`src/hw/rtl/smpm_pkg.sv`:
```
package smpm_pkg;

    localparam int MAX_CHANNELS_DEF = 65536;

    localparam int CFG_DATA_W = 17;
    localparam int CFG_IDX_W  = 3;
    localparam int DIM_W      = 16;
    localparam int START_W    = 17;
    localparam int DIV_N_W    = 32;
    localparam int DIV_D_W    = 16;
    localparam int RECIP_W    = DIV_N_W + 1;
    localparam int INCH_W     = 20;

    typedef enum logic [CFG_IDX_W-1:0] {
        CFG_START_CHANNEL      = 3'd0,
        CFG_CHANNEL_COUNT      = 3'd1,
        CFG_STRING_COUNT       = 3'd2,
        CFG_STRANDS_PER_STRING = 3'd3,
        CFG_VERTICAL           = 3'd4,
        CFG_TOP_TO_BOTTOM      = 3'd5,
        CFG_LEFT_TO_RIGHT      = 3'd6
    } cfg_index_t;

    typedef enum logic [1:0] {
        ST_MAPPED   = 2'd0,
        ST_IDENTITY = 2'd1,
        ST_RANGE    = 2'd2
    } status_t;

    typedef enum logic [2:0] {
        LY_IDLE,
        LY_PIX,
        LY_SIZE,
        LY_DIM,
        LY_OTHER,
        LY_RECIP
    } layout_state_t;

    typedef struct packed {
        logic               go;
        logic [DIV_N_W-1:0] dividend;
        logic [DIV_D_W-1:0] divisor;
    } div_req_t;

    typedef struct packed {
        logic               done;
        logic [DIV_N_W-1:0] quotient;
    } div_rsp_t;

endpackage

```
`src/hw/rtl/smpm_div.sv`:
```
module smpm_div (
    input  logic               clk,
    input  logic               rst_n,
    input  smpm_pkg::div_req_t req,
    output smpm_pkg::div_rsp_t rsp
);
    import smpm_pkg::*;

    localparam int CNT_W = $clog2(DIV_N_W);

    logic               busy_reg;
    logic               done_reg;
    logic [CNT_W-1:0]   cnt_reg;
    logic [DIV_N_W-1:0] quo_reg;
    logic [DIV_D_W-1:0] rem_reg;
    logic [DIV_D_W-1:0] dsr_reg;

    logic [DIV_D_W:0]   shifted;
    logic [DIV_D_W:0]   diff;
    logic               ge;
    logic [DIV_D_W-1:0] rem_next;

    // one quotient bit per cycle, restoring
    always_comb
    begin
        shifted  = {rem_reg, quo_reg[DIV_N_W-1]};
        diff     = shifted - {1'b0, dsr_reg};
        ge       = (shifted >= {1'b0, dsr_reg});
        rem_next = ge ? diff[DIV_D_W-1:0] : shifted[DIV_D_W-1:0];
    end

    always_ff @(posedge clk or negedge rst_n)
    begin
        if (!rst_n)
        begin
            busy_reg <= 1'b0;
            done_reg <= 1'b0;
            cnt_reg  <= '0;
        end
        else if (req.go)
        begin
            busy_reg <= 1'b1;
            done_reg <= 1'b0;
            cnt_reg  <= CNT_W'(DIV_N_W - 1);
        end
        else if (busy_reg)
        begin
            cnt_reg <= cnt_reg - CNT_W'(1);
            if (cnt_reg == '0)
            begin
                busy_reg <= 1'b0;
                done_reg <= 1'b1;
            end
        end
        else
        begin
            done_reg <= 1'b0;
        end
    end

    always_ff @(posedge clk)
    begin
        if (req.go)
        begin
            quo_reg <= req.dividend;
            rem_reg <= '0;
            dsr_reg <= req.divisor;
        end
        else if (busy_reg)
        begin
            quo_reg <= {quo_reg[DIV_N_W-2:0], ge};
            rem_reg <= rem_next;
        end
    end

    always_comb
    begin
        rsp.done      = done_reg;
        rsp.quotient  = quo_reg;
    end

endmodule

```
`src/hw/rtl/serpentine_matrix_pixel_mapper.sv`:
```
// an accepted request passes through stage 1, stage 2 and stage 3 to its done strobe
// throughput: one request per cycle while busy is low, results leave with no back pressure
// a configuration write holds busy while the shared bit-serial divider
// derives the layout in up to four divisions
// reset is asynchronous and active low; it restores the register defaults,
// clears width, height and layout valid, and empties the pipeline
module serpentine_matrix_pixel_mapper #(
    parameter int MAX_CHANNELS = smpm_pkg::MAX_CHANNELS_DEF
) (
    input  logic                            clk,
    input  logic                            rst_n,
    input  logic                            cfg_we,
    input  logic [smpm_pkg::CFG_IDX_W-1:0]  cfg_index,
    input  logic [smpm_pkg::CFG_DATA_W-1:0] cfg_data,
    input  logic                            start,
    output logic                            busy,
    input  logic [smpm_pkg::DIM_W-1:0]      row,
    input  logic [smpm_pkg::DIM_W-1:0]      col,
    output logic                            done,
    output logic [smpm_pkg::DIM_W-1:0]      in_channel,
    output logic [smpm_pkg::DIM_W-1:0]      out_channel,
    output logic [1:0]                      status
);
    import smpm_pkg::*;

    localparam int IDX_W = $clog2(MAX_CHANNELS + 1);
    localparam int CMP_W = ((IDX_W > INCH_W) ? IDX_W : INCH_W) + 1;
    localparam int PROD_W = DIM_W + RECIP_W;
    localparam logic [DIM_W-1:0] THIRD_RECIP = 16'hAAAB;

    // configuration registers
    logic [START_W-1:0] start_channel_reg;
    logic [DIM_W-1:0]   channel_count_reg;
    logic [DIM_W-1:0]   string_count_reg;
    logic [DIM_W-1:0]   strands_reg;
    logic               vertical_reg;
    logic               top_to_bottom_reg;
    logic               left_to_right_reg;
    logic               restart_reg;

    // derived layout
    layout_state_t      state_reg, state_next;
    logic [DIM_W-1:0]   pixels_reg, pixels_next;
    logic [DIM_W-1:0]   dim_reg, dim_next;
    logic [DIM_W-1:0]   model_width_reg, model_width_next;
    logic [DIM_W-1:0]   model_height_reg, model_height_next;
    logic               layout_valid_reg, layout_valid_next;
    logic [RECIP_W-1:0] recip_reg, recip_next;

    div_req_t           div_req;
    div_rsp_t           div_rsp;

    logic [2*DIM_W-1:0] third_prod;
    logic [DIM_W:0]     pix_times3;
    logic [DIM_W-1:0]   strings_min;
    logic               pix_bad;
    logic [START_W-1:0] base;
    logic               accept;

    always_ff @(posedge clk or negedge rst_n)
    begin
        if (!rst_n)
        begin
            start_channel_reg <= START_W'(1);
            channel_count_reg <= '0;
            string_count_reg  <= '0;
            strands_reg       <= '0;
            vertical_reg      <= 1'b0;
            top_to_bottom_reg <= 1'b0;
            left_to_right_reg <= 1'b0;
            restart_reg       <= 1'b0;
        end
        else
        begin
            restart_reg <= 1'b0;
            if (cfg_we)
            begin
                restart_reg <= 1'b1;
                case (cfg_index)
                    CFG_START_CHANNEL:      start_channel_reg <= cfg_data;
                    CFG_CHANNEL_COUNT:      channel_count_reg <= cfg_data[DIM_W-1:0];
                    CFG_STRING_COUNT:       string_count_reg  <= cfg_data[DIM_W-1:0];
                    CFG_STRANDS_PER_STRING: strands_reg       <= cfg_data[DIM_W-1:0];
                    CFG_VERTICAL:           vertical_reg      <= cfg_data[0];
                    CFG_TOP_TO_BOTTOM:      top_to_bottom_reg <= cfg_data[0];
                    CFG_LEFT_TO_RIGHT:      left_to_right_reg <= cfg_data[0];
                    default:                restart_reg       <= 1'b0;
                endcase
            end
        end
    end

    assign base = (start_channel_reg == '0) ? '0 : start_channel_reg - START_W'(1);

    // pixels by reciprocal multiply, then checked against the channel count
    always_comb
    begin
        third_prod  = (2*DIM_W)'(channel_count_reg) * (2*DIM_W)'(THIRD_RECIP);
        pix_times3  = {pixels_reg, 1'b0} + {1'b0, pixels_reg};
        strings_min = (string_count_reg > pixels_reg) ? pixels_reg : string_count_reg;
        pix_bad     = (channel_count_reg == '0) || (strings_min == '0) ||
                      (strands_reg == '0) || (pix_times3 != {1'b0, channel_count_reg});
    end

    always_comb
    begin
        state_next = state_reg;
        if (restart_reg)
        begin
            state_next = LY_PIX;
        end
        else if (state_reg == LY_PIX)
        begin
            state_next = pix_bad ? LY_IDLE : LY_SIZE;
        end
        else if (div_rsp.done)
        begin
            case (state_reg)
                LY_SIZE:  state_next = LY_DIM;
                LY_DIM:   state_next = (div_rsp.quotient == '0) ? LY_IDLE : LY_OTHER;
                LY_OTHER: state_next = LY_RECIP;
                LY_RECIP: state_next = LY_IDLE;
                default:  state_next = LY_IDLE;
            endcase
        end
    end

    always_comb
    begin
        div_req.go        = 1'b0;
        div_req.dividend  = '0;
        div_req.divisor   = '0;
        pixels_next       = pixels_reg;
        dim_next          = dim_reg;
        model_width_next  = model_width_reg;
        model_height_next = model_height_reg;
        layout_valid_next = layout_valid_reg;
        recip_next        = recip_reg;

        if (restart_reg)
        begin
            pixels_next       = DIM_W'(third_prod[2*DIM_W-1:DIM_W+1]);
            layout_valid_next = 1'b0;
        end
        else if (state_reg == LY_PIX)
        begin
            div_req.go       = !pix_bad;
            div_req.dividend = DIV_N_W'(pixels_reg);
            div_req.divisor  = strings_min;
        end
        else if (div_rsp.done)
        begin
            case (state_reg)
                LY_SIZE:
                begin
                    div_req.go       = 1'b1;
                    div_req.dividend = DIV_N_W'(div_rsp.quotient[DIM_W-1:0]);
                    div_req.divisor  = strands_reg;
                end
                LY_DIM:
                begin
                    dim_next         = div_rsp.quotient[DIM_W-1:0];
                    div_req.go       = (div_rsp.quotient != '0);
                    div_req.dividend = DIV_N_W'(pixels_reg);
                    div_req.divisor  = div_rsp.quotient[DIM_W-1:0];
                end
                LY_OTHER:
                begin
                    div_req.go       = 1'b1;
                    div_req.dividend = '1;
                    div_req.divisor  = strands_reg;
                    if (vertical_reg)
                    begin
                        model_width_next  = div_rsp.quotient[DIM_W-1:0];
                        model_height_next = dim_reg;
                    end
                    else
                    begin
                        model_width_next  = dim_reg;
                        model_height_next = div_rsp.quotient[DIM_W-1:0];
                    end
                end
                LY_RECIP:
                begin
                    // ceiling reciprocal, exact quotients for 16-bit values
                    recip_next        = RECIP_W'(div_rsp.quotient) + RECIP_W'(1);
                    layout_valid_next = 1'b1;
                end
                default:
                begin
                    layout_valid_next = layout_valid_reg;
                end
            endcase
        end
    end

    always_ff @(posedge clk or negedge rst_n)
    begin
        if (!rst_n)
        begin
            state_reg        <= LY_IDLE;
            model_width_reg  <= '0;
            model_height_reg <= '0;
            layout_valid_reg <= 1'b0;
        end
        else
        begin
            state_reg        <= state_next;
            model_width_reg  <= model_width_next;
            model_height_reg <= model_height_next;
            layout_valid_reg <= layout_valid_next;
        end
    end

    always_ff @(posedge clk)
    begin
        pixels_reg <= pixels_next;
        dim_reg    <= dim_next;
        recip_reg  <= recip_next;
    end

    smpm_div u_div (
        .clk   (clk),
        .rst_n (rst_n),
        .req   (div_req),
        .rsp   (div_rsp)
    );

    assign busy   = cfg_we || restart_reg || (state_reg != LY_IDLE);
    assign accept = start && !busy;

    // stage 1: range flags, row times width, quotient parity
    logic               s1_valid_reg;
    logic [DIM_W-1:0]   s1_x_reg;
    logic [DIM_W-1:0]   s1_y_reg;
    logic [DIM_W-1:0]   s1_yw_reg;
    logic               s1_q0_reg;
    logic               s1_in_reg;

    logic [DIM_W-1:0]   coord;
    logic [PROD_W-1:0]  recip_prod;
    logic [2*DIM_W-1:0] yw_prod;

    always_comb
    begin
        coord      = vertical_reg ? col : row;
        recip_prod = PROD_W'(coord) * PROD_W'(recip_reg);
        yw_prod    = (2*DIM_W)'(row) * (2*DIM_W)'(model_width_reg);
    end

    always_ff @(posedge clk)
    begin
        s1_x_reg  <= col;
        s1_y_reg  <= row;
        s1_yw_reg <= yw_prod[DIM_W-1:0];
        s1_q0_reg <= recip_prod[DIV_N_W];
        s1_in_reg <= (col < model_width_reg) && (row < model_height_reg);
    end

    // stage 2: serpentine fold, channel of the raster position
    logic               s2_valid_reg;
    status_t            s2_status_reg;
    logic [DIM_W-1:0]   s2_inch_reg;
    logic [DIM_W-1:0]   s2_prod_reg;
    logic [DIM_W-1:0]   s2_add_reg;

    logic               odd;
    logic [DIM_W-1:0]   x_rev;
    logic [DIM_W-1:0]   y_rev;
    logic [DIM_W-1:0]   mul_a;
    logic [DIM_W-1:0]   mul_b;
    logic [DIM_W-1:0]   mul_add;
    logic [2*DIM_W-1:0] mul_prod;
    logic [DIM_W:0]     linear;
    logic [INCH_W-1:0]  inch_full;
    logic [CMP_W-1:0]   inch_last;
    logic [DIM_W-1:0]   ident;
    status_t            status_s2;
    logic [DIM_W-1:0]   inch_s2;

    always_comb
    begin
        // parity of coord mod strands: coord minus q times strands
        odd   = (vertical_reg ? s1_x_reg[0] : s1_y_reg[0]) ^ (s1_q0_reg & strands_reg[0]);
        x_rev = model_width_reg - s1_x_reg - DIM_W'(1);
        y_rev = model_height_reg - s1_y_reg - DIM_W'(1);
        if (vertical_reg)
        begin
            mul_a   = left_to_right_reg ? s1_x_reg : x_rev;
            mul_b   = model_height_reg;
            mul_add = (top_to_bottom_reg != (odd != left_to_right_reg)) ? y_rev : s1_y_reg;
        end
        else
        begin
            mul_a   = top_to_bottom_reg ? s1_y_reg : y_rev;
            mul_b   = model_width_reg;
            mul_add = (left_to_right_reg != (odd != top_to_bottom_reg)) ? x_rev : s1_x_reg;
        end
        mul_prod  = (2*DIM_W)'(mul_a) * (2*DIM_W)'(mul_b);

        linear    = {1'b0, s1_yw_reg} + {1'b0, s1_x_reg};
        inch_full = INCH_W'(base) + INCH_W'({linear, 1'b0}) + INCH_W'(linear);
        inch_last = CMP_W'(inch_full) + CMP_W'(2);
        ident     = base[DIM_W-1:0] + {s1_x_reg[DIM_W-2:0], 1'b0} + s1_x_reg;

        if (!layout_valid_reg)
        begin
            status_s2 = ST_IDENTITY;
            inch_s2   = ident;
        end
        else if (!s1_in_reg || (inch_last >= CMP_W'(MAX_CHANNELS)))
        begin
            status_s2 = ST_RANGE;
            inch_s2   = '0;
        end
        else
        begin
            status_s2 = ST_MAPPED;
            inch_s2   = inch_full[DIM_W-1:0];
        end
    end

    always_ff @(posedge clk)
    begin
        s2_status_reg <= status_s2;
        s2_inch_reg   <= inch_s2;
        s2_prod_reg   <= mul_prod[DIM_W-1:0];
        s2_add_reg    <= mul_add;
    end

    // stage 3: physical channel and result register
    logic               done_reg;
    logic [DIM_W-1:0]   in_channel_reg;
    logic [DIM_W-1:0]   out_channel_reg;
    status_t            status_reg;

    logic [DIM_W-1:0]   mpos;
    logic [DIM_W-1:0]   outch;
    logic [DIM_W-1:0]   out_s3;

    always_comb
    begin
        mpos  = s2_prod_reg + s2_add_reg;
        outch = base[DIM_W-1:0] + {mpos[DIM_W-2:0], 1'b0} + mpos;
        case (s2_status_reg)
            ST_MAPPED:   out_s3 = outch;
            ST_IDENTITY: out_s3 = s2_inch_reg;
            default:     out_s3 = '0;
        endcase
    end

    always_ff @(posedge clk)
    begin
        in_channel_reg  <= s2_inch_reg;
        out_channel_reg <= out_s3;
        status_reg      <= s2_status_reg;
    end

    always_ff @(posedge clk or negedge rst_n)
    begin
        if (!rst_n)
        begin
            s1_valid_reg <= 1'b0;
            s2_valid_reg <= 1'b0;
            done_reg     <= 1'b0;
        end
        else
        begin
            s1_valid_reg <= accept;
            s2_valid_reg <= s1_valid_reg;
            done_reg     <= s2_valid_reg;
        end
    end

    assign done        = done_reg;
    assign in_channel  = in_channel_reg;
    assign out_channel = out_channel_reg;
    assign status      = status_reg;

    a_req_to_done: assert property (@(posedge clk) disable iff (!rst_n)
        accept |-> ##3 done)
        else $error("request did not produce a result after three cycles");

    a_done_from_req: assert property (@(posedge clk) disable iff (!rst_n)
        done |-> $past(accept, 3))
        else $error("result without a matching request");

    a_layout_nonzero: assert property (@(posedge clk) disable iff (!rst_n)
        layout_valid_reg |-> (model_width_reg != '0) && (model_height_reg != '0))
        else $error("valid layout with zero width or height");

    a_mapped_needs_layout: assert property (@(posedge clk) disable iff (!rst_n)
        (done && (status == ST_MAPPED)) |-> layout_valid_reg)
        else $error("mapped result without a valid layout");

endmodule

```
`config.mk`:
```
export PLATFORM = sky130hd
export DESIGN_NAME = serpentine_matrix_pixel_mapper
export DESIGN_NICKNAME = d
export VERILOG_FILES = /design/src/hw/rtl/smpm_pkg.sv /design/src/hw/rtl/smpm_div.sv /design/src/hw/rtl/serpentine_matrix_pixel_mapper.sv
export SDC_FILE = /design/constraint.sdc
export NUM_CORES = 2
export LEC_CHECK = 0
export BUFFER_PORTS_ARGS = -buffer_cell sky130_fd_sc_hd__buf_2
export CAP_MARGIN = 20
export CORE_MARGIN = 8
export CORE_UTILIZATION = 45
export CTS_CLUSTER_SIZE = 30
export DETAILED_ROUTE_END_ITERATION = 12
export GPL_TIMING_DRIVEN = 0
export SKIP_CTS_REPAIR_TIMING = 1
export SLEW_MARGIN = 20
export SYNTH_ARGS = -nofsm -noshare
export SYNTH_HDL_FRONTEND = slang
export SYNTH_SLANG_ARGS = --single-unit
```
`constraint.sdc`:
```
create_clock -name clk -period 9.18 [get_ports clk]
set_input_delay 1.836 -clock clk [delete_from_list [all_inputs] [get_ports clk]]
set_output_delay 1.836 -clock clk [all_outputs]
set_load 0.005 [all_outputs]
```
# Word level (Yosys, flattened, before mapping)

Cells that the tools add are included.

Bits in registers: 377

$lt $le $gt $ge: 5
Bitwise operators: 4
Reductions and logical operators: 38
Add/sub/neg operators: 18
Muxes and demuxes: 44
$mul: 4
Eq/ne operators: 20

Operators with widths:

| cell                   | number |
|---|---|
| $mux 16                | 14 |
| $mux 49                | 3 |
| $pmux 49 s3            | 1 |
| $add 16x16->16         | 5 |
| $mux 32                | 2 |
| $logic_not 16->1       | 3 |
| $sub 16x16->16         | 3 |
| $add 32x1->33 const B  | 1 |
| $mul 16x33->33         | 1 |
| $logic_not 32->1       | 1 |
| $lt 16x16->1           | 2 |
| $mul 16x16->16         | 2 |
| $mul 16x16->32 const B | 1 |
| $pmux 16 s2            | 1 |
| $reduce_bool 32->1     | 1 |
| $sub 16x1->16 const B  | 2 |
| $add 20x2->21 const B  | 1 |
| $ge 21x17->1 const B   | 1 |
| $add 19x17->20         | 1 |
| $add 17x18->19         | 1 |
| $add 16x15->17         | 1 |
| $add 16x16->17         | 1 |
| $ge 17x16->1           | 1 |
| $logic_not 17->1       | 1 |
| 33 further kinds       | 82 |

# Depth between registers and ports, before layout

Word-level depth: 11
Gate-level depth with buffers: 33
Mapped depth without buffers: 32

# By module

Synthesis repeated with hierarchy kept, for this count alone.

Cells, all modules: 4996
Area, all modules: 46819.9 um^2

By module, submodules not included:

| module                         | area an instance (um^2) | cells an instance | times used |
|---|---|---|---|
| serpentine_matrix_pixel_mapper | 43015.0                 | 4658              | 1 |
| smpm_div                       | 3804.9                  | 338               | 1 |

# Worst setup path before layout

Ideal clock, no wire load.

Path kind: in2reg
Start: input col[1] (netlist name)
End: register s1_q0_reg
Setup time: 0.125 ns
Path slack: 1.718 ns
Data required time: 9.055 ns
Arrival time: 7.337 ns
Cell stages on the path: 25
Cell sequence: mux2_2 > clkbuf_1 > clkbuf_1 > nand2_1 > fa_1 > inv_1 > fa_1 > inv_1 > fa_1 > fa_1 > fa_1 > inv_1 > fa_1 > ha_1 > a21oi_1 > nor2b_1 > o21ai_0 > nand2b_1 > a21oi_1 > nor2b_1 > o21ai_0 > nand2b_1 > a2111oi_0 > o31ai_1 > xnor2_1

Longest elaborated chain between the ends: 2

RTL lines:

| item                 | line                                  | source |
|---|---|---|
| start, declared      | serpentine_matrix_pixel_mapper.sv:18  | `input logic [smpm_pkg::DIM_W-1:0] col,` |
| $mux 16              | serpentine_matrix_pixel_mapper.sv:246 | `coord = vertical_reg ? col : row;` |
| $mul 16x33->33       | serpentine_matrix_pixel_mapper.sv:247 | `recip_prod = PROD_W'(coord) * PROD_W'(recip_reg);` |
| net recip_prod[32]   | serpentine_matrix_pixel_mapper.sv:241 | `logic [PROD_W-1:0] recip_prod;` |
| end signal, assigned | serpentine_matrix_pixel_mapper.sv:256 | `s1_q0_reg <= recip_prod[DIV_N_W];` |
| end, declared        | serpentine_matrix_pixel_mapper.sv:237 | `logic s1_q0_reg;` |

The timed path passes the listed nets, and every way through them passes these cells.
A chain may end at the register's enable or synchronous reset.

# Final worst setup path

Start: register s1_x_reg[5]
End: register s2_prod_reg[15]

Longest elaborated chain between the ends: 5

RTL lines:

| item                   | line                                  | source |
|---|---|---|
| start, declared        | serpentine_matrix_pixel_mapper.sv:234 | `logic [DIM_W-1:0] s1_x_reg;` |
| start signal, assigned | serpentine_matrix_pixel_mapper.sv:253 | `s1_x_reg <= col;` |
| $sub 16x16->16         | serpentine_matrix_pixel_mapper.sv:285 | `x_rev = model_width_reg - s1_x_reg - DIM_W'(1);` |
| $sub 16x1->16          | serpentine_matrix_pixel_mapper.sv:285 |  |
| $mux 16 (*)            | serpentine_matrix_pixel_mapper.sv:289 | `mul_a = left_to_right_reg ? s1_x_reg : x_rev;` |
| $mux 16 (*)            | serpentine_matrix_pixel_mapper.sv:287 | `if (vertical_reg)` |
| $mul 16x16->16 (*)     | serpentine_matrix_pixel_mapper.sv:299 | `mul_prod = (2*DIM_W)'(mul_a) * (2*DIM_W)'(mul_b);` |
| net mul_prod[15]       | serpentine_matrix_pixel_mapper.sv:273 | `logic [2*DIM_W-1:0] mul_prod;` |
| end signal, assigned   | serpentine_matrix_pixel_mapper.sv:327 | `s2_prod_reg <= mul_prod[DIM_W-1:0];` |
| end, declared          | serpentine_matrix_pixel_mapper.sv:264 | `logic [DIM_W-1:0] s2_prod_reg;` |

The timed path passes the listed nets; every way through them passes the cells marked *.

==> key figures <==
Global route
  • Total GRT Usage: between 20% and 30%
  • Largest net degree at the start of global routing: between 70 and 80
  • Antenna violations before repair: 11
  • GR Overflow Total: 0
  • First-pass GRT wire length: 209 mm
  • Vias in the first global route: 35846

Final layout
  • Area growth, synth to finish: 8.29%
  • Final non-filler cell area: 50200 µm²
  • Largest register FFs: 33
  • Final core occ: 49.2%
  • Nets: approximately 6200
  • Layout cell share with drive strength beyond 1: a little under 6%
  • Non-filler cells, final: 6492

STA
  • Fmax: approximately 0.11 GHz
  • Period minus WS final: 8.90 ns
  • # setup viols final: 0
  • Final hold vios: 0
  • Fin crit share: 97.0%
  • Relative slew slack: 20.7%
  • Clk_skew: 0.0385 ns
  • WHS: about 0.35 ns
  • Max-slew violations: 0
  • Slew at the pin closest to its max-slew limit: between 1 and 1.5 ns
  • Fin Setup TNS: 0 ns
  • RSZ-0062 raised after global routing: no
  • Slack of the critical path: between 0.2 and 0.3 ns

Min path
  • Worst Hold Class: reg2reg

Logic synthesis
  • XOR/XNOR Fraction of Synth Area: ~5.9%
  • #FFs+latches synth: 377
  • Yosys top cell by area: fa_1
  • Distinct cell type count after synthesis: 98
  • Largest cells by area after synthesis: fa_1, ha_1, edfxtp_1
  • Synth Net Count: approximately 6000
  • Share of the synthesized area in the top cell type: 26.3%
  • Synth Area per Inst: 9.38 µm²
  • Simple-gate area share of the yosys netlist: about an eighth
  • Top-count cell post-synth: inv_1
  • Ys async rst share: 30.5%
  • Sequential area share after synthesis: 19.9%
  • Largest family of logic cells by synthesized area: adder cells
  • Synthesized area: 46400 µm²
  • Synth warn: 0
  • Cells after synthesis: 4943
  • EDFF count, synth: 112
  • Dominant synthesized flop cell: dfxtp_1
  • Synth Area in Compound Gates: 8.79%
  • Synth Area in Adders: around two fifths
  • Mux cell area share after synthesis: 4.19%
  • Top cells by count, synth: inv_1, fa_1, nand2_1, ha_1, xnor2_1

Clock network
  • Total CTS buffers: 43
  • CTS tree: built
  • Htree depth: 2
  • Root Driver: clkbuf_16
  • Sink Count: 377
  • Clk_lat worst skew: 0.61 ns
  • Clock Pin Slew Worst Setup and Hold Paths: ~0.07 ns
  • Max Root-Sink Buffers: 3

Worst setup path
  • Critical Path RT: between 9 and 10 ns
  • Most common cell on crit path: fa_1
  • Worst Path Max Fanout: 7
  • Crit Path Class: reg2reg
  • Worst setup SP type: register
  • Setup crit end kind: register
  • Slowest CP cell: a21oi_1
  • Crit-path max cell delay: approximately 0.74 ns
  • Data arrival time of the worst path: 9.36 ns

Power
  • Overall power: 18.7 mW
  • Peak VDD IR: around 0.0013 V
  • Pwr per Cell Area: around 370 nW/µm²
  • Leakage power: around 24 nW

Floorplanning
  • Die Y: 337 µm
  • Die area: 114000 µm²
  • # IOs: about 90
  • Num rows: about 120
  • Core area: between 100000 and 150000 µm²
  • Die X: around 340 µm
  • Starting Density: 45.5%

Route
  • Iteration-0 DRC Markers: 2590
  • Vias: about 35000
  • Drt drc: 0
  • Final WL: 133 mm
  • Post-DRT Antenna Nets: 0
  • Post-DR wirelength/cell: 20.6 µm
  • Drt pass-1 iters: 5
  • Vias per cell: 5.38

Placed design
  • Hpwl dp: 110 mm
  • I/O Buffers: between 80 and 90
  • Area after DPL: about 49000 µm²
  • Dpl ws: -0.658 ns
  • Placed insts: between 6000 and 7000
  • Gpl congestion: 0.968

Run status
  • Status: completed

Flow run
  • Max cap viols: 0
## routing by layer
metal | share of wire [%] | vias up | wire length, µm | global-route usage (%)
met1 | 44 | 17428 | 59200 | 32.9
met5 | 0.043 | - | 58 | 0
met3 | 6.8 | 270 | 9110 | 3.78
met4 | 3.4 | 8 | 4580 | 7.09
met2 | 45 | 1042 | 60400 | 38.0
li1 | - | 16182 | - | -
## path summary, 6_finish.rpt
check,slack [ns],to,start,cells past startpoint
max,0.28,s2_prod_reg[15],s1_x_reg[5],28
min,0.35,status[0],s2_status_reg[0],0
max reg2reg,0.28,s2_prod_reg[15],s1_x_reg[5],28
min reg2reg,0.35,status[0],s2_status_reg[0],0
max in group asynchronous,7.23,start_channel_reg[0],rst_n,2
min in group asynchronous,1.13,s1_valid_reg,rst_n,1
## cells in the final DEF, fill, tap and decap left out, types with 113 or more instances in the layout
| cell | instances |
|---|---|
| nand2_1 | 574 |
| fa_1 | 609 |
| dfrtp_1 | 113 |
| xnor2_1 | 239 |
| nor2_1 | 213 |
| and2_1 | 122 |
| inv_1 | 885 |
| clkbuf_1 | 137 |
| a21oi_1 | 169 |
| ha_1 | 483 |
| dfxtp_1 | 150 |
## area by class of cell
class                           count  area (µm²)
Multi-Input combinational cell   3511       33200
Clock inverter                     29         445
Buffer                            166         682
Inverter                          887        3330
Tap cell                         1368        1710
Fill cell                        9778       51800
Clock buffer                       50        1110
Sequential cell                   377        9250
Antenna cell                        7        17.5
Timing Repair Buffer               97         522
## logic make-up after synthesis
kind of cell,after synthesis
mux,175
xor+xnor,309
simple gates,1295
fa+ha+maj,1092
buf+inv,1055
flops,377
compound gates,640
## critical path: cells and delay by family, from the launching register on
family	cells	cell delay (ns)
compound gates	7	1.94
xor+xnor	3	0.76
fa+ha+maj	8	3.71
buf+inv	4	0.26
flops	1	0.65
simple gates	6	1.45
## where the power goes
part           switching, mW  internal [mW]  total, mW
Sequential             0.424           2.39       2.82
Clock                  0.774           1.14       1.91
Combinational           8.01           6.00       14.0
Power figures use the tool's default switching activity.
